==> config.mk <==
export PLATFORM = sky130hd
export DESIGN_NAME = rbp_ram
export DESIGN_NICKNAME = d
export VERILOG_FILES = /design/src/sv/rbp_ram.sv
export SDC_FILE = /design/constraint.sdc
export NUM_CORES = 1
export LEC_CHECK = 0
export BUFFER_PORTS_ARGS = -buffer_cell sky130_fd_sc_hd__buf_2
export CAP_MARGIN = 20
export CELL_PAD_IN_SITES_DETAIL_PLACEMENT = 0
export CELL_PAD_IN_SITES_GLOBAL_PLACEMENT = 1
export CORE_MARGIN = 10
export CORE_UTILIZATION = 40
export DETAILED_ROUTE_END_ITERATION = 16
export PLACE_DENSITY_LB_ADDON = 0.1
export RECOVER_POWER = 100
export REMOVE_ABC_BUFFERS = 1
export SYNTH_ARGS = -nofsm -noshare
export SYNTH_HDL_FRONTEND = slang
export SYNTH_SLANG_ARGS = --single-unit
export TNS_END_PERCENT = 30
==> constraint.sdc <==
create_clock -name clk -period 2.92 [get_ports clk]
set_clock_uncertainty 0.2 [all_clocks]
set_input_delay 0.146 -clock clk [delete_from_list [all_inputs] [get_ports clk]]
set_output_delay 0.146 -clock clk [all_outputs]
set_load 0.05 [all_outputs]
==> src/sv/rbp_ram.sv <==
// Generic single-port-write, single-port-read RAM with registered read data.
// No dependencies.
module rbp_ram #(
  parameter int unsigned WIDTH = 8,
  parameter int unsigned DEPTH = 32
) (
  input  logic                     clk,
  input  logic                     we,
  input  logic [$clog2(DEPTH)-1:0] waddr,
  input  logic [WIDTH-1:0]         wdata,
  input  logic                     re,
  input  logic [$clog2(DEPTH)-1:0] raddr,
  output logic [WIDTH-1:0]         rdata
);

  logic [WIDTH-1:0] mem [DEPTH];

  always_ff @(posedge clk) begin
    if (we) begin
      mem[waddr] <= wdata;
    end
    if (re) begin
      rdata <= mem[raddr];
    end
  end

endmodule

==> metrics.md, run 1 <==
| Metric | Value |
|---|---|
| Status | `complete, but fails checks` |
| Failing checks | `capacitance limit, slew limit` |
| CP Class | `reg2reg` |
| Post-CTS Resized | `0` |
| Distinct cells, synth | `14` |
| CTS Sinks | `264` |
| Fin crit period | `2.21 ns` |
| Final setup violation count | `0` |
| Clk network pwr share | `40.4%` |
| Vias after detailed routing | `4,621` |
| Vias/cell | `5.43` |
| Clock Tree Buf Depth | `3` |
| Hold Path Depth | `3` |
| Post-Synthesis Cells | `417` |
| RePlAce Congestion | `0.723` |
| IR drop worst, VDD | `0.000388 V` |
| Area of the core | `25,000 um2` |
| Count leader, synth | `edfxtp_1` |
| Hold Fails Final Rpt | `0` |
| Pwr Density | `676 nW/um2` |
| TritonCTS clock tree | `done` |
| HP Class | `in2reg` |
| Dpl hpwl | `13,900 um` |
| Detailed Routing Iterations Pass 1 | `4` |
| Commonest cells in the netlist | `264 x edfxtp_1, 80 x mux4_2, 33 x nor2_1` |
| Area Growth Syn to Fin | `15.1%` |
| CP Depth | `3` |
| Register share of total power | `54.0%` |
| Initial antenna violation count | `0` |
| CTS root buf | `clkbuf_16` |
| Gate power share | `5.6%` |
| Worst-Margin Slew | `1.54 ns` |
| Row Count | `58` |
| CP max-delay cell | `mux4_2` |
| Post-synthesis async set-or-reset flop share | `0%` |
| Sw power | `1.65 mW` |
| FF+latch count, synth | `264` |
| Unrepaired setup endpoints after global routing | `false` |
| GRT Overall Usage | `14.3%` |
| Seq/Total Area, Yosys | `78.2%` |
| Total CTS buffers | `28` |
| Clock slew at reported path FFs | `0.06 ns` |
| Residual DRC | `0` |
| Placed Cells | `791` |
| Max-cap violations | `2` |
| CP Max Fanout | `1` |
| Post-synth EDFFs | `264` |
| Cells along the critical path | `mux4_2 > mux4_2 > mux2_2` |
| Worst setup SP type | `register` |
| FF-to-FF path depth | `3` |
| Die Ht | `179 um` |
| Post-synth top flop | `edfxtp_1` |
| Max-slew violations | `65` |
| Final core occ | `46.6%` |
| Crit path max-delay family | `multiplexers` |
| Die Wd | `179 um` |
| Die area | `32,100 um2` |
| Maximum clock rate | `452 MHz` |
| H-tree levels | `1` |
| Final ANT Viol Nets | `0` |
| Largest net degree at the start of global routing | `65` |
| DRT iter0 DRCs | `415` |
| Antenna diode count | `0` |
| CP peak stage delay | `0.55 ns` |
| Nets | `521` |
| Routed wire length | `22,500 um` |
| Cell internal pwr | `6.23 mW` |
| Share of layout cells above drive strength 1 | `26.5%` |
| CP required | `2.99 ns` |
| Critical path's most frequent cell | `mux4_2` |
| Ports | `29` |
| YS warnings | `0` |
| Net Sw Frac | `21.0%` |
| Grt ovf | `0` |
| P_leak | `3.54 nW` |
| First-pass GRT wire length | `33,100 um` |
| Area contributors post-synth | `edfxtp_1 78%, mux4_2 18%, nor2_1 1.2%, mux2_2 0.89%, buf_4 0.44%` |
| Fin Hold WS | `0.0395 ns` |
| Initial Utilization | `40.5%` |
| Syn avg cell area | `24.3 um2` |
| Crit. End Element | `register` |
| Setup_tns | `0 ns` |
| Clk_lat worst skew | `0.53 ns` |
| Vias in the first global route | `4,808` |
| Final period utilization | `75.7%` |
| Routed len/inst | `26.4 um` |
| Synth top area share | `78.2%` |
| Crit path buf inv count | `0` |
| Post-Syn Area | `10,100 um2` |
| Port bufs | `28` |
| Largest area contributor in the netlist | `edfxtp_1` |
| Headroom to the max-slew limit | `-2.93%` |
| Fin cells | `851` |
| Critical path arrival | `2.28 ns` |
-- placed cells by master (no fill, tap or decap) --
cell,synthesis,routed
or3_1,1,1
nand3b_1,5,5
buf_2,1,7
clkinv_2,0,3
clkbuf_1,6,61
nand2_1,1,1
inv_8,0,1
buf_4,6,3
nor2_1,33,33
buf_12,0,3
mux4_2,80,80
nand3_1,2,2
clkinv_1,0,7
dlygate4sd3_1,0,9
mux2_2,8,8
edfxtp_1,264,264
clkbuf_16,0,29
or3b_2,3,3
clkinvlp_4,0,1
-- state kept, by name (all words and copies together) (netlist names) --
signal,count
mem,256
rdata,8
-- tightest hold or removal path, stage by stage --
cell and delay (ns):
buf_2 0.16, nand3b_1 0.18, nor2_1 0.10
-- power by group through the flow --
stage / registers (mW) / logic (mW) / clock network (mW)
5_1_grt: 4.26 / 0.476 / 3.44
2_1_floorplan: 4.36 / 0.175 / 0
6_report: 4.26 / 0.442 / 3.18
3_5_place_dp: 4.33 / 0.452 / 0
3_3_place_gp: 4.33 / 0.445 / 0
4_1_cts: 4.25 / 0.463 / 3.27
-- per-stage QoR --
stage | cell area [um2] | worst slack, ns | total power, mW
finish | 11700 | 0.710 | 7.88
global route | 11700 | 0.685 | 8.18
floorplan | 10000 | 0.968 | 4.53
detailed placement | 10900 | 0.419 | 4.78
global placement | 10900 | 0.414 | 4.78
CTS | 11800 | 0.716 | 7.98
-- repair_timing --
item,in CTS,in global routing
endpoints found under the hold margin,203,0
buffers inserted,0,0
hold buffers,9,0
-- routing by layer --
metal / vias up / routed length [um] / track usage (%)
li1: 1951 / - / -
met1: 2501 / 10700 / 22.2
met2: 138 / 9900 / 20.1
met3: 31 / 1360 / 2.53
met4: 0 / 519 / 4.17
met5: - / 0 / 0
-- worst paths after layout --
check                                     startpoint                   end  slack [ns]
worst min register to register  mem[26][5]$_DFFE_PP_    rdata[5]$_DFFE_PP_        0.78
worst max-delay path            mem[21][7]$_DFFE_PP_    rdata[7]$_DFFE_PP_        0.71
worst max register to register  mem[21][7]$_DFFE_PP_    rdata[7]$_DFFE_PP_        0.71
worst min-delay path                        waddr[3]  mem[14][5]$_DFFE_PP_        0.04
-- final cells by class --
cell class,count,area [um2]
Fill cell,2127,13400
Clock buffer,39,763
Clock inverter,12,60.1
Sequential cell,264,7930
Multi-Input combinational cell,133,2100
Tap cell,330,413
Timing Repair Buffer,73,399
-- kinds of logic (layout without fill, tap and decap cells) --
group / Yosys count / count (layout) / synth area share [%]
buffers and inverters: 20 / 124 / 1.05
multiplexers: 88 / 88 / 18.7
flip-flops: 264 / 264 / 78.2
AND/OR/NAND/NOR: 45 / 45 / 2.05
No activity file was read; power rests on OpenSTA's default activity.
==> run 2, diff against run 1 <==
ABC_AREA = 1   (was default)
clock period = 2.12 ns   (was 2.92 ns; I/O delays follow)
==> metrics.md, run 2 <==
| Metric | Value |
|---|---|
| Status | `finished clean (was complete, but fails checks)` |
| Max reg flops | `256 (unchanged)` |
| Hold path start | `waddr[4] (was waddr[3])` |
| Post-synthesis async set-or-reset flop share | `0% (unchanged)` |
| Power Total | `11.1 mW (was 7.88 mW)` |
| CP Max Fanout | `1 (unchanged)` |
| RePlAce Congestion | `0.818 (was 0.723)` |
| RR Startpoint | `mem[21][0]$_DFFE_PP_ (was mem[21][7]$_DFFE_PP_)` |
| Port bufs | `28 (unchanged)` |
| YS warnings | `0 (unchanged)` |
| Final period utilization | `84.3%` |
| Die Wd | `185 um (was 179 um)` |
| Final setup violation count | `0 (unchanged)` |
| CTS Sinks | `264 (unchanged)` |
| Max-slew violations | `0 (was 65)` |
| Area contributors post-synth | `edfxtp_1 73%, nand2_1 12%, nand3_1 9.4%, buf_6 2.5%, nor2_1 1.1% (was edfxtp_1 78%, mux4_2 18%, nor2_1 1.2%, mux2_2 0.89%, buf_4 0.44%)` |
| Distinct cells, synth | `11 (was 14)` |
| Row Count | `60 (was 58)` |
| Unrepaired setup endpoints after global routing | `false (unchanged)` |
| GRT Overall Usage | `16.6% (was 14.3%)` |
| Detailed Routing Iterations Pass 1 | `5 (was 4)` |
| Commonest non-fill, non-tap cell in the layout | `nand2_1 (was edfxtp_1)` |
| Crit path buf inv count | `1 (was 0)` |
| Most frequent cells in the layout | `360 x nand2_1, 264 x edfxtp_1, 204 x nand3_1 (was 264 x edfxtp_1, 80 x mux4_2, 61 x clkbuf_1)` |
| Headroom to the max-slew limit | `43.5% (was -2.93%)` |
| Initial antenna violation count | `0 (unchanged)` |
| CP Class | `reg2out (was reg2reg)` |
| Worst reg2reg path endpoint | `rdata[0]$_DFFE_PP_ (was rdata[7]$_DFFE_PP_)` |
| Post-Synthesis Cells | `922 (was 417)` |
| Routed wire length | `28,200 um (was 22,500 um)` |
| Most flop-heavy register | `mem (unchanged)` |
| Final core occ | `45.9% (was 46.6%)` |
| Clk_lat worst skew | `0.55 ns (was 0.53 ns)` |
| Max-cap violations | `0 (was 2)` |
| Syn avg cell area | `11.8 um2 (was 24.3 um2)` |
| CP peak stage delay | `0.50 ns (was 0.55 ns)` |
| Maximum clock rate | `559 MHz` |
| CP required | `1.81 ns (was 2.99 ns)` |
| Die area | `34,200 um2 (was 32,100 um2)` |
| Antenna diode count | `0 (unchanged)` |
| Vias/cell | `5.06 (was 5.43)` |
| Crit. End Element | `output port (was register)` |
| Worst Setup SP | `rdata[1]$_DFFE_PP_ (was mem[21][7]$_DFFE_PP_)` |
| FF-to-FF path depth | `8 (was 3)` |
| Setup_tns | `0 ns (unchanged)` |
| Fin crit period | `1.79 ns` |
| Hold Fails Final Rpt | `0 (unchanged)` |
| Post-synth top flop | `edfxtp_1 (unchanged)` |
| IR drop worst, VDD | `0.000648 V (was 0.000388 V)` |
| Biggest regs | `mem x256, rdata x8 (unchanged)` |
| Nets | `1,018 (was 521)` |
| Hold Path Depth | `4 (was 3)` |
| Count leader, synth | `nand2_1 (was edfxtp_1)` |
| Routed len/inst | `20.7 um (was 26.4 um)` |
| Cells along the critical path | `clkbuf_1 (was mux4_2 > mux4_2 > mux2_2)` |
| Largest area contributor in the netlist | `edfxtp_1 (unchanged)` |
| TritonCTS clock tree | `done (unchanged)` |
| Post-CTS Resized | `0 (unchanged)` |
| CTS root buf | `clkbuf_16 (unchanged)` |
| Ports | `29 (unchanged)` |
| Total CTS buffers | `29 (was 28)` |
| P_leak | `4.50 nW (was 3.54 nW)` |
| Vias after detailed routing | `6,885 (was 4,621)` |
| Residual DRC | `0 (unchanged)` |
| Initial Utilization | `40.4% (was 40.5%)` |
| Area of the core | `26,900 um2 (was 25,000 um2)` |
| Seq/Total Area, Yosys | `73.0% (was 78.2%)` |
| Endpoint, Worst Hold | `mem[25][3]$_DFFE_PP_ (was mem[14][5]$_DFFE_PP_)` |
| Die Ht | `185 um (was 179 um)` |
| Pwr Density | `900 nW/um2 (was 676 nW/um2)` |
| Area Growth Syn to Fin | `13.6% (was 15.1%)` |
| Grt ovf | `0 (unchanged)` |
| Post-synth EDFFs | `264 (unchanged)` |
| Crit path max-delay family | `buffers and inverters (was multiplexers)` |
| HP Class | `in2reg (unchanged)` |
| H-tree levels | `1 (unchanged)` |
| Worst setup SP type | `register (unchanged)` |
| Dpl hpwl | `17,000 um (was 13,900 um)` |
| CP max-delay cell | `clkbuf_1 (was mux4_2)` |
| Share of layout cells above drive strength 1 | `7.46% (was 26.5%)` |
| FF+latch count, synth | `264 (unchanged)` |
| CP Depth | `1 (was 3)` |
| Filler Cells Inserted | `2,494 (was 2,127)` |
| Vias in the first global route | `6,744 (was 4,808)` |
| DRT iter0 DRCs | `547 (was 415)` |
| Largest net degree at the start of global routing | `53 (was 65)` |
| Clock Tree Buf Depth | `3 (unchanged)` |
| Final ANT Viol Nets | `0 (unchanged)` |
| Synth top area share | `73.0% (was 78.2%)` |
| Worst-Margin Slew | `0.847 ns (was 1.54 ns)` |
| Flop2flop setup slack | `0.63 ns (was 0.71 ns)` |
| First-pass GRT wire length | `42,600 um (was 33,100 um)` |
| Commonest cells in the netlist | `360 x nand2_1, 264 x edfxtp_1, 204 x nand3_1 (was 264 x edfxtp_1, 80 x mux4_2, 33 x nor2_1)` |
| Critical path arrival | `1.48 ns (was 2.28 ns)` |
| Post-Syn Area | `10,900 um2 (was 10,100 um2)` |
| Clock slew at reported path FFs | `0.06 ns (about the same)` |
| Fin Hold WS | `0.127 ns (was 0.0395 ns)` |
## run 2: cell count changes after synthesis, moves of 5 or more
cell      before  now
nand2_1        1  360
nand3_1        2  204
mux4_2        80    0
buf_6          1   24
buf_2          1   15
inv_1          0    8
mux2_2         8    0
nand3b_1       5    0
## run 2: stage by stage
| stage | setup slack, ns | instance area [um2] | cells |
|---|---|---|---|
| 3_5_place_dp | 0.340 | 11600 | 1296 |
| 5_1_grt | 0.311 | 12300 | 1360 |
| 2_1_floorplan | 0.187 | 10500 | 870 |
| 6_report | 0.332 | 12300 | 1360 |
| 4_1_cts | 0.543 | 12500 | 1360 |
| 3_3_place_gp | 0.328 | 11600 | 1296 |
## run 2: kinds of logic (layout without fill, tap and decap cells)
kind of cell / count (synthesis) / in the layout / synth area share, %
AND/OR/NAND/NOR: 596 / 596 / 22.9
buffers and inverters: 62 / 159 / 4.11
flip-flops: 264 / 264 / 73.0
## run 2: worst max path at each step
stage                          endpoint  slack, ns
finish                         rdata[1]       0.33
global route                   rdata[1]       0.31
CTS                            rdata[1]       0.54
detailed placement  mem[2][7]$_DFFE_PP_       0.34
global placement    mem[2][7]$_DFFE_PP_       0.33
floorplan            rdata[0]$_DFFE_PP_       0.19
## run 2: layout make-up
| type | instances | area (um2) | share of cell area, % |
|---|---|---|---|
| Clock buffer | 37 | 756 | 6.12 |
| Clock inverter | 16 | 77.6 | 0.628 |
| Inverter | 10 | 40.0 | 0.324 |
| Multi-Input combinational cell | 596 | 2490 | 20.2 |
| Sequential cell | 264 | 7930 | 64.2 |
| Tap cell | 341 | 427 | 3.46 |
| Timing Repair Buffer | 96 | 627 | 5.08 |
## run 2: layer usage
layer	vias to the layer above	wire (um)	GRT usage, %	share of wire, %
met5	-	0	0	0
met3	47	1210	2.39	4.3
met1	3325	13600	24.0	48
met4	0	683	4.13	2.4
met2	151	12700	25.7	45
li1	3362	-	-	-
## run 2: repair_timing
item,in CTS,in global routing
hold buffers,11,0
hold endpoints to repair,213,0
setup buffers,0,0
setup endpoints to repair,0,0
## run 2: where the power goes
group | total, mW | leakage (nW) | internal (mW) | switching, mW
Combinational | 0.771 | 1.70 | 0.207 | 0.564
Sequential | 5.85 | 2.39 | 5.83 | 0.0234
Clock | 4.48 | 0.410 | 2.50 | 1.98
==> run 3, diff against run 2 <==
clock period = 1.8 ns   (was 2.12 ns; I/O delays follow)
==> metrics.md, run 3 (same netlist as run 2, synthesis figures left out) <==
| Metric | Value |
|---|---|
| Status | `finished clean (unchanged)` |
| Area of the core | `26,900 um2 (unchanged)` |
| Final period utilization | `95.2%` |
| Cells along the critical path | `dlygate4sd3_1 > buf_2 > nand3_1 > nor2_1 > dlygate4sd3_1 (was clkbuf_1)` |
| Dpl hpwl | `17,700 um (was 17,000 um)` |
| CP max-delay cell | `dlygate4sd3_1 (was clkbuf_1)` |
| Largest net degree at the start of global routing | `58 (was 53)` |
| Placed Cells | `1,313 (was 1,296)` |
| CP Class | `in2reg (was reg2out)` |
| Pwr Density | `1040 nW/um2 (was 900 nW/um2)` |
| Unrepaired setup endpoints after global routing | `false (unchanged)` |
| Routed len/inst | `20.4 um (was 20.7 um)` |
| Fin crit period | `1.71 ns` |
| Residual DRC | `0 (unchanged)` |
| RR Startpoint | `mem[26][5]$_DFFE_PP_ (was mem[21][0]$_DFFE_PP_)` |
| Hold Fails Final Rpt | `0 (unchanged)` |
| Most flop-heavy register | `mem (unchanged)` |
| Initial antenna violation count | `0 (unchanged)` |
| Clock slew at reported path FFs | `0.06 ns (about the same)` |
| Clock Tree Buf Depth | `3 (unchanged)` |
| Area Growth Syn to Fin | `15.5% (was 13.6%)` |
| Gate power share | `7.3% (was 6.9%)` |
| Detailed Routing Iterations Pass 1 | `5 (unchanged)` |
| Worst-Margin Slew | `0.890 ns (was 0.847 ns)` |
| Initial Utilization | `40.4% (unchanged)` |
| Grt ovf | `0 (unchanged)` |
| Top Usage Layer GRT | `met2 (unchanged)` |
| P_leak | `4.67 nW (was 4.50 nW)` |
| DRT iter0 DRCs | `475 (was 547)` |
| Fin cells | `1,378 (was 1,360)` |
| CTS Sinks | `264 (unchanged)` |
| GR Layer Usage met3 | `2.31% (was 2.39%)` |
| Maximum clock rate | `583 MHz` |
| FF-to-FF path depth | `8 (unchanged)` |
| Worst setup margin | `0.0861 ns (was 0.332 ns)` |
| Max-cap violations | `0 (unchanged)` |
| Nets | `1,037 (was 1,018)` |
| Vias after detailed routing | `6,940 (was 6,885)` |
| HP Class | `in2reg (unchanged)` |
| CP Max Fanout | `5 (was 1)` |
| CP required | `1.85 ns (was 1.81 ns)` |
| Biggest regs | `mem x256, rdata x8 (unchanged)` |
| Flop2flop setup slack | `0.26 ns (was 0.63 ns)` |
| Critical path arrival | `1.76 ns (was 1.48 ns)` |
| CP peak stage delay | `0.62 ns (was 0.50 ns)` |
| Hold path start | `waddr[2] (was waddr[4])` |
| Vias in the first global route | `6,868 (was 6,744)` |
| Final setup violation count | `0 (unchanged)` |
| H-tree levels | `1 (unchanged)` |
| Global-route met1 utilization | `22.1% (was 24.0%)` |
| Commonest non-fill, non-tap cell in the layout | `nand2_1 (unchanged)` |
| GRT Overall Usage | `16.7% (was 16.6%)` |
| Die Wd | `185 um (unchanged)` |
| CTS root buf | `clkbuf_16 (unchanged)` |
| Die Ht | `185 um (unchanged)` |
| TritonCTS clock tree | `done (unchanged)` |
| First-pass GRT wire length | `42,700 um (was 42,600 um)` |
| Cell internal pwr | `10.1 mW (was 8.53 mW)` |
| Net Sw Frac | `22.8% (was 23.2%)` |
| Hold Path Depth | `4 (unchanged)` |
| Port bufs | `28 (unchanged)` |
| Final core occ | `46.7% (was 45.9%)` |
| Clk network pwr share | `39.7% (was 40.4%)` |
| Met2 Usage GRT | `28.2% (was 25.7%)` |
| Row Count | `60 (unchanged)` |
| Vias/cell | `5.04 (was 5.06)` |
| Die area | `34,200 um2 (unchanged)` |
| Pre-CTS setup slack | `0.0435 ns (was 0.340 ns)` |
| Routed wire length | `28,000 um (was 28,200 um)` |
| Endpoint, Worst Hold | `mem[31][7]$_DFFE_PP_ (was mem[25][3]$_DFFE_PP_)` |
| Clk_lat worst skew | `0.54 ns (was 0.55 ns)` |
| Worst reg2reg path endpoint | `rdata[5]$_DFFE_PP_ (was rdata[0]$_DFFE_PP_)` |
| Antenna diode count | `0 (unchanged)` |
| IR drop worst, VDD | `0.000807 V (was 0.000648 V)` |
| Total CTS buffers | `29 (unchanged)` |
| Final ANT Viol Nets | `0 (unchanged)` |
| Headroom to the max-slew limit | `40.7% (was 43.5%)` |
| Register share of total power | `52.9% (was 52.7%)` |
| Ports | `29 (unchanged)` |
| Max reg flops | `256 (unchanged)` |
| RePlAce Congestion | `0.747 (was 0.818)` |
| Share of layout cells above drive strength 1 | `10.8% (was 7.46%)` |
| Most frequent cells in the layout | `360 x nand2_1, 264 x edfxtp_1, 204 x nand3_1 (unchanged)` |
| Worst setup SP type | `input pin (was register)` |
| Critical path's most frequent cell | `dlygate4sd3_1` |
| Max-slew violations | `0 (unchanged)` |
| Crit. End Element | `register (was output port)` |
| Sw power | `2.97 mW (was 2.57 mW)` |
run 3: cell count changes in the layout (fill, tap and decap cells not counted), sizes merged:
cell and change:
buf +20, clkbuf -7, clkinv +5, clkinvlp -1
dlygate4sd3 +2, inv -1
run 3: through the flow:
step                total power [mW]  hold WS [ns]  area, um2  TNS, ns
finish                          13.0        0.0202      12600        0
detailed placement              7.98         0.271      11700        0
CTS                             13.2        0.0196      12700        0
floorplan                       7.43       -0.0111      10500   -0.889
global route                    13.5        0.0508      12600        0
global placement                7.98         0.272      11700        0
run 3: how the worst max path moves through the flow:
stage / from / cells after the start / to / slack, ns
after floorplan: raddr[0] / 9 / rdata[0]$_DFFE_PP_ / -0.12
after global placement: raddr[1] / 10 / rdata[1]$_DFFE_PP_ / 0.04
after detailed placement: raddr[1] / 10 / rdata[1]$_DFFE_PP_ / 0.04
after CTS: waddr[3] / 5 / mem[30][2]$_DFFE_PP_ / 0.12
after global routing: waddr[3] / 5 / mem[30][7]$_DFFE_PP_ / 0.02
final: waddr[3] / 5 / mem[30][2]$_DFFE_PP_ / 0.09
run 3: critical path: cells and delay by family:
kind | cells | cell delay [ns]
and+or+nand+nor | 2 | 0.37
buffers and inverters | 3 | 1.31
run 3: repair_timing:
item,CTS,global route
gates resized for setup,0,0
hold buffers,13,0
endpoints found under the hold margin,274,0
endpoints found under the setup margin,0,0
buffers inserted,0,0
run 3: area by class of cell:
class	count	area, um2
clock inverters	19	78.8
flip-flops and latches	264	7930
repair buffers	115	845
inverters	10	40.0
fillers	2524	14300
well taps	341	427
clock buffers	33	741
multi-input cells	596	2490
run 3: layer usage:
layer / up-vias / wire [um]
met5: - / 0
met4: 0 / 650
met3: 38 / 998
met2: 129 / 13600
met1: 3382 / 12800
li1: 3391 / -
run 3: power groups by stage:
| stage | registers (mW) | clock network [mW] | logic, mW |
|---|---|---|---|
| floorplan | 7.06 | 0 | 0.361 |
| global placement | 7.02 | 0 | 0.959 |
| detailed placement | 7.02 | 0 | 0.961 |
| CTS | 6.89 | 5.31 | 0.983 |
| global route | 6.89 | 5.56 | 1.06 |
| finish | 6.89 | 5.17 | 0.952 |
