`config.mk`:
```
export PLATFORM = sky130hd
export DESIGN_NAME = rbp_free_stack
export DESIGN_NICKNAME = d
export VERILOG_FILES = /design/src/sv/rbp_pkg.sv /design/src/sv/rbp_ram.sv /design/src/sv/rbp_free_stack.sv
export SDC_FILE = /design/constraint.sdc
export NUM_CORES = 1
export LEC_CHECK = 0
export ABC_AREA = 1
export ABC_CLOCK_PERIOD_IN_PS = 3100
export BUFFER_PORTS_ARGS = -buffer_cell sky130_fd_sc_hd__buf_4
export CORE_AREA = 2 2 127 129
export DETAILED_ROUTE_END_ITERATION = 8
export DIE_AREA = 0 0 129 131
export PLACE_DENSITY = 0.71
export SYNTH_ARGS = -nofsm -noshare
export SYNTH_HDL_FRONTEND = slang
export SYNTH_SLANG_ARGS = --single-unit
export TNS_END_PERCENT = 1
```
`constraint.sdc`:
```
create_clock -name clk -period 3.1 [get_ports clk]
set_input_delay 0 -clock clk [delete_from_list [all_inputs] [get_ports clk]]
set_output_delay 0 -clock clk [all_outputs]
set_load 0.005 [all_outputs]
```
`src/sv/rbp_pkg.sv`:
```
// Shared definitions for the reference-counted buffer pool.
// Request and status codes, field widths and the free-stack operation type.
// No dependencies.
package rbp_pkg;

  localparam int unsigned DEFAULT_MAX_BUFFERS = 32;

  localparam int unsigned REQ_W    = 2;
  localparam int unsigned ID_W     = 5;
  localparam int unsigned STATUS_W = 2;
  localparam int unsigned COUNT_W  = 8;

  localparam logic [REQ_W-1:0] REQ_GET     = 2'd0;
  localparam logic [REQ_W-1:0] REQ_ADD     = 2'd1;
  localparam logic [REQ_W-1:0] REQ_RELEASE = 2'd2;

  localparam logic [STATUS_W-1:0] ST_OK               = 2'd0;
  localparam logic [STATUS_W-1:0] ST_OUT_OF_BUFFERS   = 2'd1;
  localparam logic [STATUS_W-1:0] ST_ALREADY_RELEASED = 2'd2;

  localparam logic [COUNT_W-1:0] COUNT_MAX = 8'd255;

  // One operation on the free stack per request at most.
  typedef struct packed {
    logic push;
    logic pop;
  } rbp_stack_op_t;

endpackage

```
`src/sv/rbp_ram.sv`:
```
// Generic single-port-write, single-port-read RAM with registered read data.
// No dependencies.
module rbp_ram #(
  parameter int unsigned WIDTH = 8,
  parameter int unsigned DEPTH = 32
) (
  input  logic                     clk,
  input  logic                     we,
  input  logic [$clog2(DEPTH)-1:0] waddr,
  input  logic [WIDTH-1:0]         wdata,
  input  logic                     re,
  input  logic [$clog2(DEPTH)-1:0] raddr,
  output logic [WIDTH-1:0]         rdata
);

  logic [WIDTH-1:0] mem [DEPTH];

  always_ff @(posedge clk) begin
    if (we) begin
      mem[waddr] <= wdata;
    end
    if (re) begin
      rdata <= mem[raddr];
    end
  end

endmodule

```
`src/sv/rbp_free_stack.sv`:
```
// LIFO of freed buffer ids: top two entries cached in registers, rest in a RAM.
// Depends on rbp_pkg (rbp_stack_op_t) and rbp_ram.
module rbp_free_stack import rbp_pkg::*; #(
  parameter int unsigned MAX_BUFFERS = DEFAULT_MAX_BUFFERS
) (
  input  logic                               clk,
  input  logic                               rst,
  input  rbp_stack_op_t                      op,
  input  logic [$clog2(MAX_BUFFERS)-1:0]     push_id,
  output logic [$clog2(MAX_BUFFERS+1)-1:0]   depth,
  output logic [$clog2(MAX_BUFFERS+1)-1:0]   depth_next,
  output logic [$clog2(MAX_BUFFERS)-1:0]     top_next
);

  localparam int unsigned IDX_W   = $clog2(MAX_BUFFERS);
  localparam int unsigned DEPTH_W = $clog2(MAX_BUFFERS+1);

  logic [IDX_W-1:0] top;
  logic [IDX_W-1:0] second;
  logic [IDX_W-1:0] second_next;
  logic [IDX_W-1:0] below;
  logic [DEPTH_W-1:0] below_addr;

  always_comb begin
    depth_next  = depth;
    top_next    = top;
    second_next = second;
    if (op.push) begin
      depth_next  = depth + DEPTH_W'(1);
      top_next    = push_id;
      second_next = top;
    end else if (op.pop) begin
      depth_next  = depth - DEPTH_W'(1);
      top_next    = second;
      second_next = below;
    end
  end

  // Prefetch the entry that sits under the cached pair after this cycle.
  assign below_addr = depth_next - DEPTH_W'(3);

  always_ff @(posedge clk) begin
    if (rst) begin
      depth <= '0;
    end else begin
      depth <= depth_next;
    end
    top    <= top_next;
    second <= second_next;
  end

  rbp_ram #(
    .WIDTH (IDX_W),
    .DEPTH (MAX_BUFFERS)
  ) u_stack_ram (
    .clk   (clk),
    .we    (op.push),
    .waddr (IDX_W'(depth)),
    .wdata (push_id),
    .re    (1'b1),
    .raddr (IDX_W'(below_addr)),
    .rdata (below)
  );

endmodule
```
==> results of run 1 <==
-- cells in the final DEF, fill, tap and decap left out, types with 2 or more instances in the layout --
cell | netlist | final
sky130_fd_sc_hd__dlygate4sd3_1 | 0 | 3
sky130_fd_sc_hd__nand3_2 | 2 | 2
sky130_fd_sc_hd__nand2_2 | 5 | 5
sky130_fd_sc_hd__dfxtp_1 | 16 | 16
sky130_fd_sc_hd__clkinv_4 | 0 | 5
sky130_fd_sc_hd__nand3_1 | 213 | 213
sky130_fd_sc_hd__inv_6 | 0 | 3
sky130_fd_sc_hd__nand2_1 | 166 | 166
sky130_fd_sc_hd__clkinv_2 | 0 | 2
sky130_fd_sc_hd__ha_1 | 6 | 6
sky130_fd_sc_hd__a21oi_1 | 11 | 11
sky130_fd_sc_hd__edfxtp_1 | 165 | 165
sky130_fd_sc_hd__inv_2 | 5 | 5
sky130_fd_sc_hd__nand3b_1 | 15 | 15
sky130_fd_sc_hd__bufinv_16 | 0 | 2
sky130_fd_sc_hd__buf_4 | 1 | 35
sky130_fd_sc_hd__inv_1 | 158 | 158
sky130_fd_sc_hd__nor2_1 | 49 | 49
sky130_fd_sc_hd__clkbuf_16 | 0 | 17
-- cells in the mapped netlist --
cell type                    n  area [um2]
sky130_fd_sc_hd__a21oi_1    11       55.05
sky130_fd_sc_hd__buf_1       6       22.52
sky130_fd_sc_hd__buf_2      20       100.1
sky130_fd_sc_hd__buf_4       1       7.510
sky130_fd_sc_hd__buf_6       2       22.52
sky130_fd_sc_hd__clkbuf_1   13       48.80
sky130_fd_sc_hd__dfxtp_1    16       320.3
sky130_fd_sc_hd__edfxtp_1  165        4955
sky130_fd_sc_hd__ha_1        6       75.07
sky130_fd_sc_hd__inv_1     158       593.1
sky130_fd_sc_hd__inv_2       5       18.77
sky130_fd_sc_hd__nand2_1   166       623.1
sky130_fd_sc_hd__nand2_2     5       31.28
sky130_fd_sc_hd__nand2_4     1       11.26
sky130_fd_sc_hd__nand3_1   213        1066
sky130_fd_sc_hd__nand3_2     2       20.02
sky130_fd_sc_hd__nand3_4     1       17.52
sky130_fd_sc_hd__nand3b_1   15       112.6
sky130_fd_sc_hd__nand4_1     1       6.260
sky130_fd_sc_hd__nor2_1     49       183.9
sky130_fd_sc_hd__o22ai_2     1       12.51
sky130_fd_sc_hd__xnor2_4     1       27.53
sky130_fd_sc_hd__xor2_1      1       8.760
sky130_fd_sc_hd__xor2_2      1       16.27
-- cells by family after synthesis --
logic type / Yosys count / synth area share [%]
XOR/XNOR: 3 / 0.6290
AND/OR/NAND/NOR: 453 / 24.80
AO/OA/AOI/OAI: 12 / 0.8086
adder cells (fa/ha/maj): 6 / 0.8984
flip-flops: 181 / 63.13
buffers and inverters: 205 / 9.734
-- flip-flops by register name (all words and copies together) (netlist names) --
name and count:
depth 6, u_stack_ram.rdata 5, u_stack_ram.mem 160, second 5
top 5
-- stage by stage --
step                worst slack (ns)  cells
finish                        0.4409   1104
global placement              0.5887   1069
floorplan                     0.7371    860
CTS                           0.4597   1104
detailed placement            0.4920   1069
global route                  0.2103   1104
-- cell type report --
class / count / area [um2] / share of cell area [%]
Tap cell: 216 / 270.3 / 2.907
Clock buffer: 18 / 429.2 / 4.616
Clock inverter: 14 / 151.4 / 1.628
Multi-Input combinational cell: 474 / 2267 / 24.38
Sequential cell: 181 / 5275 / 56.74
Inverter: 163 / 611.8 / 6.581
Timing Repair Buffer: 38 / 292.8 / 3.149
-- worst max-delay path, delay by kind of cell, from the launching register on --
kind | cells | cell delay (ns)
buf+inv | 5 | 0.61
fa+ha+maj | 2 | 0.51
flops | 1 | 0.44
simple gates | 10 | 0.99
-- power groups by stage --
| stage | Combinational [uW] | Sequential, uW | Clock [uW] |
|---|---|---|---|
| after floorplan | 701 | 2830 | 0 |
| after global placement | 1030 | 2870 | 0 |
| after detailed placement | 1030 | 2860 | 0 |
| after CTS | 1040 | 2810 | 2140 |
| after global routing | 1160 | 2810 | 2230 |
| final | 1040 | 2810 | 2120 |
-- layer usage --
| metal | track usage [%] | vias up |
|---|---|---|
| met5 | 0 | - |
| met4 | 8.696 | 0 |
| met3 | 5.660 | 33 |
| met2 | 37.91 | 205 |
| met1 | 32.08 | 2750 |
| li1 | - | 2844 |
-- path summary, 6_finish.rpt --
kind	cells past startpoint	end	start	slack, ns
max	17	u_stack_ram.rdata[0]	depth[1]	0.44
min	1	u_stack_ram.mem[2][0]	push_id[0]	0.04
max reg2reg	17	u_stack_ram.rdata[0]	depth[1]	0.44
min reg2reg	2	top[1]	top[1]	0.49
-- timing repair --
action | 4_1_cts | 5_1_grt
hold buffers | 3 | 0
resized for setup | 0 | 0
endpoints found under the hold margin | 12 | 0
setup endpoints to repair | 0 | 0
==> run metrics, run 1 <==
outcome completed; delay of the slowest cell on the worst path 0.44 ns; Routed met1 length 8.085 mm; clock latency of the later-clocked register in the worst-skew pair 0.43 ns; distinct cell type count of the synthesized netlist 24; required time worst endpoint 3.42 ns; Post-Syn Area 8356 um2; wirelength, routed 19.04 mm; number of global-route vias before repair 5480; power share of the combinational group 17.4%; overall via count from detail_route 5832; highest metal layer with signal wires met4; final HPWL from detailed placement 11.72 mm; slowest library cell on the worst path sky130_fd_sc_hd__dfxtp_1; part of the cycle the worst path needs 85.78%; FMAX 376.1 MHz; P_leak 0.004003 uW; sequential cell area fraction in the yosys report 63.13%; flops & latches, synth 181; setup tns final 0 ns; Clock Root Buffer sky130_fd_sc_hd__clkbuf_16; Die Wd 129 um; wire length of the first global-routing pass 29.44 mm; sort of element at the start of the critical path register; kind of capture point of the worst setup path register; fillers 1332; via/cell ratio 5.283; Worst Path Max Fanout 11; switching power total 1691 uW; critical path's most frequent cell sky130_fd_sc_hd__nand2_1; Mean Syn Cell Area 9.716 um2; final weighted congestion of routability-driven global placement 0.9548; Clock Sink Count 181; total cell area at the placement stage 8687 um2; Util after Layout 59.61%; total power per unit cell area 641.5 nW/um2; peak ir drop on the vdd network 0.6056 mV; Final Cell Area 9298 um2; number of detailed-route iterations in the first pass 5; post-synthesis cell count 860; initial antenna violation count 0; Clk pwr share 35.5%; Synthesized Nets 875; ordered list of cells on the worst path inv_1 > ha_1 > inv_1 > nand2_1 > nand3_1 > nand2_1 > inv_1 > ha_1 > inv_1 > nand3_1 > nand2_1 > buf_4 > nand3_1 > nand3_1 > nand2_1 > nand2_1 > nand2_1; sequential fraction of design power 47.1%; area added between synthesis and finish 11.28%; DR WL met2 9.210 mm; total core area 15600 um2; worst hold slack after final layout 0.03552 ns; I/O pins 26; Post-layout nets 890; die footprint 16900 um2; row cnt 46; Min-Delay Path Class in2reg; fin crit period 2.659 ns; Residual DRC 0; Inserted Diodes 0; setup repair after global routing missed its margin no; pin count of the biggest net entering global routing 81; wire length per cell after detailed routing 17.24 um; kind of critical path reg2reg; Worst slew margin 41.09%; internal portion of total power 4273 uW; final-report hold violation count 0; total number of H-tree levels 4; total number of yosys warnings 0; setup fix buffers added after clock tree synthesis 0; worst-case clock skew 0.009423 ns; Least-Margin Pin Slew 0.8836 ns; clock slew at reported path FFs 0.07 ns; count of routing violations after the opening detailed-route iteration 619; Final Slew Violations 0; total overflow reported by the global router 0; height of the die 131 um; Port Buffer Count 25; number of max-cap violations 0; Final setup viols 0; share of cells above drive strength 1 9.234%; crit path DAT 2.98 ns; TritonCTS buffer count 17; total met3 wirelength after detailed routing 1.262 mm; CTS max path bufs 2; Total Power 5964 uW; switching fraction of total power 28.35%; antenna-violating nets left 0; TritonCTS clock tree done; Total GRT Usage 23.74%; initial cell density of the core 53.57%
Power figures use the tool's default switching activity.
==> run 2, diff against run 1 <==
--- a/config.mk
+++ b/config.mk
@@ -6,12 +6,12 @@
 export NUM_CORES = 1
 export LEC_CHECK = 0
 export ABC_AREA = 1
-export ABC_CLOCK_PERIOD_IN_PS = 3100
+export ABC_CLOCK_PERIOD_IN_PS = 2300
 export BUFFER_PORTS_ARGS = -buffer_cell sky130_fd_sc_hd__buf_4
 export CORE_AREA = 2 2 127 129
 export DETAILED_ROUTE_END_ITERATION = 8
 export DIE_AREA = 0 0 129 131
-export PLACE_DENSITY = 0.71
+export PLACE_DENSITY = 0.73
 export SYNTH_ARGS = -nofsm -noshare
 export SYNTH_HDL_FRONTEND = slang
 export SYNTH_SLANG_ARGS = --single-unit
==> constraint.sdc (replaced) <==
create_clock -name clk -period 2.3 [get_ports clk]
set_input_delay 0 -clock clk [delete_from_list [all_inputs] [get_ports clk]]
set_output_delay 0 -clock clk [all_outputs]
set_load 0.005 [all_outputs]
==> run metrics, run 2 (synthesized netlist as in run 1, its figures left out) <==
total cell area at the placement stage 8820 um2; outcome completed; final HPWL from detailed placement 11.75 mm; top register by number of flip-flops u_stack_ram.mem; number of flip-flops in the largest register 160; Min-Delay Path Class in2reg; initial antenna violation count 0; Final Cell Area 9445 um2; sort of element at the start of the critical path register; Least-Margin Pin Slew 0.6106 ns; final weighted congestion of routability-driven global placement 0.8446; pre-CTS setup slack 0.09973 ns; pin count of the biggest net entering global routing 81; via/cell ratio 5.353; clock latency of the later-clocked register in the worst-skew pair 0.43 ns; Top Registers u_stack_ram.mem (160), depth (6); fin crit period 2.132 ns; Post-layout nets 902; highest metal layer with signal wires met4; Setup WS post-layout 0.1679 ns; height of the die 131 um; FMAX 469.0 MHz; clock slew at reported path FFs 0.06 ns; TritonCTS buffer count 17; area added between synthesis and finish 13.04%; P_leak 0.004052 uW; leading cell type in the layout, fill and taps excluded sky130_fd_sc_hd__nand3_1; Routed met1 length 7.827 mm; total number of H-tree levels 4; overall via count from detail_route 5969; wire length per cell after detailed routing 17.13 um; total power per unit cell area 843.8 nW/um2; area of combinational cells with multiple inputs 2290 um2; Final Slew Violations 0; CTS max path bufs 2; Port Buffer Count 25; final-report hold violation count 0; number of global-route vias before repair 5755; Inserted Diodes 0; area of all sequential standard cells 5275 um2; DR WL met2 9.610 mm; kind of critical path reg2reg; Worst Path Max Fanout 10; Die Wd 129 um; part of the cycle the worst path needs 92.70%; setup fix buffers added after clock tree synthesis 0; Clock Sink Count 181; total met3 wirelength after detailed routing 1.172 mm; Worst slew margin 59.20%; Total GRT Usage 24.02%; required time worst endpoint 2.68 ns; row cnt 46; R2R Setup Slk 0.17 ns; Final setup viols 0; peak ir drop on the vdd network 0.6220 mV; initial cell density of the core 53.57%; kind of capture point of the worst setup path register; die footprint 16900 um2; wirelength, routed 19.10 mm; count of routing violations after the opening detailed-route iteration 545; total core area 15600 um2; number of detailed-route iterations in the first pass 5; Clock Root Buffer sky130_fd_sc_hd__clkbuf_16; leading cell types in the layout, fill and taps excluded sky130_fd_sc_hd__nand3_1, sky130_fd_sc_hd__edfxtp_1, sky130_fd_sc_hd__nand2_1, sky130_fd_sc_hd__inv_1, sky130_fd_sc_hd__nor2_1; crit path DAT 2.51 ns; antenna-violating nets left 0; Total Power 7970 uW; total overflow reported by the global router 0; wire length of the first global-routing pass 30.04 mm; worst-case clock skew 0.005439 ns; Residual DRC 0; TritonCTS clock tree done; fillers 1267; share of cells above drive strength 1 10.68%; number of max-cap violations 0; I/O pins 26
-- run 2: changes by cell type in the layout (fill, tap and decap cells not counted), moves of 2 or more --
cell and delta:
sky130_fd_sc_hd__clkinvlp_4 +3, sky130_fd_sc_hd__clkinv_4 -4, sky130_fd_sc_hd__inv_1 -3, sky130_fd_sc_hd__inv_6 -3
sky130_fd_sc_hd__buf_6 +6, sky130_fd_sc_hd__clkinv_1 +2, sky130_fd_sc_hd__inv_2 +3, sky130_fd_sc_hd__nand2_1 -4
sky130_fd_sc_hd__clkbuf_1 +3, sky130_fd_sc_hd__nand2_2 +4, sky130_fd_sc_hd__buf_12 +4
-- run 2: what timing repair did --
action                                  4_1_cts  5_1_grt
hold endpoints to repair                      8        0
hold buffers                                  3        0
resized for setup                             0       14
endpoints found under the setup margin        0        5
-- run 2: area by class of cell --
cell class,instances,area share (%)
Multi-Input combinational cell,474,24.24
Sequential cell,181,55.85
Inverter,163,6.478
Clock inverter,10,0.9008
Timing Repair Buffer,50,5.007
Tap cell,216,2.861
Clock buffer,21,4.663
-- run 2: through the flow --
stage	setup TNS [ns]	hold slack (ns)	cells	util, %
2_1_floorplan	0	0.07140	860	-
3_3_place_gp	0	0.2139	1080	56.55
3_5_place_dp	0	0.2109	1080	56.55
4_1_cts	0	0.03504	1114	60.11
5_1_grt	-0.01396	0.04037	1115	60.56
6_report	0	0.03717	1115	60.56
-- run 2: power by group --
part / internal (uW) / switching (uW) / leakage (uW)
registers: 3720 / 57.3 / 0.00163
logic: 564 / 1010 / 0.00218
clock network: 1470 / 1160 / 0.000242
total: 5750 / 2220 / 0.00405
-- run 2: final timing paths --
check                                 from                      to  cells after the start
worst max-delay path              depth[1]    u_stack_ram.rdata[4]                     16
worst min-delay path            push_id[2]  u_stack_ram.mem[15][2]                      1
worst max register to register    depth[1]    u_stack_ram.rdata[4]                     16
worst min register to register      top[3]                  top[3]                      2
-- run 2: layer usage --
metal | up-vias | global-route usage, %
li1 | 2871 | -
met1 | 2822 | 31.12
met2 | 235 | 39.50
met3 | 41 | 4.764
met4 | 0 | 11.06
met5 | - | 0
-- run 2: critical path, cell delays in order, from the launching register on --
cell                        delay (ns)
sky130_fd_sc_hd__dfxtp_1          0.32
sky130_fd_sc_hd__inv_1            0.07
sky130_fd_sc_hd__ha_1             0.27
sky130_fd_sc_hd__inv_1            0.04
sky130_fd_sc_hd__nand2_1          0.05
sky130_fd_sc_hd__nand3_1          0.07
sky130_fd_sc_hd__nand2_1          0.10
sky130_fd_sc_hd__inv_2            0.06
sky130_fd_sc_hd__ha_4             0.27
sky130_fd_sc_hd__buf_6            0.13
sky130_fd_sc_hd__clkbuf_16        0.16
sky130_fd_sc_hd__nand3_1          0.09
sky130_fd_sc_hd__nand3_1          0.11
sky130_fd_sc_hd__nand3_1          0.11
sky130_fd_sc_hd__nand2_1          0.10
sky130_fd_sc_hd__nand2_1          0.05
sky130_fd_sc_hd__nand2_1          0.06
==> run 3, diff against run 2 <==
--- a/config.mk
+++ b/config.mk
@@ -6,12 +6,12 @@
 export NUM_CORES = 1
 export LEC_CHECK = 0
 export ABC_AREA = 1
-export ABC_CLOCK_PERIOD_IN_PS = 2300
+export ABC_CLOCK_PERIOD_IN_PS = 2200
 export BUFFER_PORTS_ARGS = -buffer_cell sky130_fd_sc_hd__buf_4
 export CORE_AREA = 2 2 127 129
 export DETAILED_ROUTE_END_ITERATION = 8
 export DIE_AREA = 0 0 129 131
-export PLACE_DENSITY = 0.73
+export PLACE_DENSITY = 0.71
 export SYNTH_ARGS = -nofsm -noshare
 export SYNTH_HDL_FRONTEND = slang
 export SYNTH_SLANG_ARGS = --single-unit
==> constraint.sdc (replaced) <==
create_clock -name clk -period 2.2 [get_ports clk]
set_input_delay 0 -clock clk [delete_from_list [all_inputs] [get_ports clk]]
set_output_delay 0 -clock clk [all_outputs]
set_load 0.005 [all_outputs]
==> run metrics, run 3 (synthesized netlist as in run 1, its figures left out) <==
outcome completed; clock latency of the later-clocked register in the worst-skew pair 0.43 ns; leading cell type in the layout, fill and taps excluded sky130_fd_sc_hd__nand3_1; wire length of the first global-routing pass 30.45 mm; Layout Cells excl Fill 1122; row cnt 46; number of global-route vias before repair 5765; Hold Path Depth 1; wirelength, routed 20.36 mm; top register by number of flip-flops u_stack_ram.mem; peak ir drop on the vdd network 0.8105 mV; number of max-cap violations 0; worst-case clock skew 0.01168 ns; initial antenna violation count 0; Post-layout nets 908; Final setup viols 0; critical register-to-register path endpoint u_stack_ram.rdata[4]; sort of element at the start of the critical path register; final weighted congestion of routability-driven global placement 0.8780; pin count of the biggest net entering global routing 83; total core area 15600 um2; launch point of the worst reg-to-reg path depth[1]; TritonCTS buffer count 17; count of routing violations after the opening detailed-route iteration 684; kind of capture point of the worst setup path register; die footprint 16900 um2; setup repair after global routing missed its margin yes; wire length per cell after detailed routing 18.14 um; area of combinational cells with multiple inputs 2482 um2; Final Slew Violations 0; TritonCTS clock tree done; crit path DAT 2.45 ns; clock slew at reported path FFs 0.07 ns; setup fix buffers added after clock tree synthesis 0; pre-CTS setup slack -0.03565 ns; R2R Setup Slk 0.07 ns; fillers 1264; leading cell types in the layout, fill and taps excluded sky130_fd_sc_hd__nand3_1, sky130_fd_sc_hd__edfxtp_1, sky130_fd_sc_hd__nand2_1, sky130_fd_sc_hd__inv_1, sky130_fd_sc_hd__nor2_1; kind of critical path reg2reg; I/O pins 26; Port Buffer Count 25; Min-Delay Path Class in2reg; share of cells above drive strength 1 16.23%; height of the die 131 um; required time worst endpoint 2.52 ns; Inserted Diodes 0; total number of H-tree levels 4; Least-Margin Pin Slew 0.5851 ns; Worst slew margin 60.90%; depth of the worst register-to-register path 16; initial cell density of the core 53.57%; Top Registers u_stack_ram.mem (160), depth (6); placed cells 1083; fin crit period 2.127 ns; Clock Sink Count 181; via/cell ratio 5.400; part of the cycle the worst path needs 96.68%; area of all sequential standard cells 5278 um2; area added between synthesis and finish 17.83%; number of detailed-route iterations in the first pass 6; Worst Path Max Fanout 13; FMAX 470.1 MHz; beginning of the worst hold path push_id[4]; final-report hold violation count 0; Setup WS post-layout 0.07298 ns; overall via count from detail_route 6059; number of flip-flops in the largest register 160; total power per unit cell area 906.6 nW/um2; antenna-violating nets left 0; P_leak 0.004245 uW; Total GRT Usage 24.25%; Die Wd 129 um; Min-Delay Endpoint u_stack_ram.mem[3][4]; Residual DRC 0; final HPWL from detailed placement 11.71 mm; CTS max path bufs 2; total overflow reported by the global router 0; Clock Root Buffer sky130_fd_sc_hd__clkbuf_16
run 3: cell types whose count changed in the layout (fill, tap and decap cells not counted), sizes merged:
| cell | previous run | this run |
|---|---|---|
| clkinvlp | 4 | 1 |
| buf | 46 | 51 |
| inv | 163 | 169 |
| clkbuf | 22 | 19 |
| bufinv | 1 | 2 |
| clkinv | 5 | 6 |
run 3: layer usage:
| metal | vias up | global-route usage (%) | share of wire, % |
|---|---|---|---|
| li1 | 2883 | - | - |
| met1 | 2887 | 32.74 | 40 |
| met2 | 258 | 38.90 | 50 |
| met3 | 31 | 5.985 | 7.8 |
| met4 | 0 | 8.184 | 1.7 |
| met5 | - | 0 | 0 |
run 3: cell type report:
class / instances / share of cell area (%)
timing repair buffer: 56 / 6.113
sequential: 181 / 53.60
clock buffer: 17 / 4.321
multi-input combinational: 474 / 25.21
clock inverter: 15 / 1.716
tap: 216 / 2.745
inverter: 163 / 6.291
run 3: power by group:
part,internal (uW),switching [uW]
combinational,723,1190
clock,1700,1360
sequential,3880,66.7
run 3: worst max-delay path: stages (launching register included):
cell	delay, ns
sky130_fd_sc_hd__dfxtp_2	0.32
sky130_fd_sc_hd__inv_1	0.05
sky130_fd_sc_hd__ha_1	0.26
sky130_fd_sc_hd__inv_1	0.04
sky130_fd_sc_hd__nand2_1	0.05
sky130_fd_sc_hd__nand3_1	0.07
sky130_fd_sc_hd__nand2_1	0.11
sky130_fd_sc_hd__inv_2	0.06
sky130_fd_sc_hd__ha_4	0.33
sky130_fd_sc_hd__inv_8	0.07
sky130_fd_sc_hd__buf_12	0.16
sky130_fd_sc_hd__nand3_2	0.10
sky130_fd_sc_hd__nand3_1	0.09
sky130_fd_sc_hd__nand3_2	0.08
sky130_fd_sc_hd__nand2_1	0.06
sky130_fd_sc_hd__nand2_1	0.10
sky130_fd_sc_hd__nand2_1	0.06
run 3: metrics by stage:
step                      total power [uW]  cell area (um2)  setup TNS (ns)  hold WS, ns  utilization [%]
after floorplan                       4992             8368               0      0.06497                -
after global placement                5581             8857        -0.01349       0.2096            56.79
after detailed placement              5579             8857        -0.07937       0.2091            56.79
after CTS                             8668             9533               0      0.02364            61.12
after global routing                  9256             9846        -0.08856      0.01850            63.12
final                                 8926             9846               0      0.02894            63.12
run 3: timing repair:
action	CTS	global route
hold buffers	3	0
resized for setup	4	60
endpoints found under the setup margin	5	5
hold endpoints to repair	9	0
cloned	1	3
pin swaps	0	17
run 3: how the worst max path moves through the flow:
stage	startpoint	to	slack [ns]	cells after the start
floorplan	depth[0]	u_stack_ram.rdata[0]	0.02	17
CTS	depth[0]	u_stack_ram.rdata[1]	0.01	16
global placement	depth[0]	u_stack_ram.rdata[0]	-0.01	17
global route	depth[1]	u_stack_ram.rdata[3]	-0.03	16
detailed placement	depth[1]	u_stack_ram.rdata[0]	-0.04	17
finish	depth[1]	u_stack_ram.rdata[4]	0.07	16
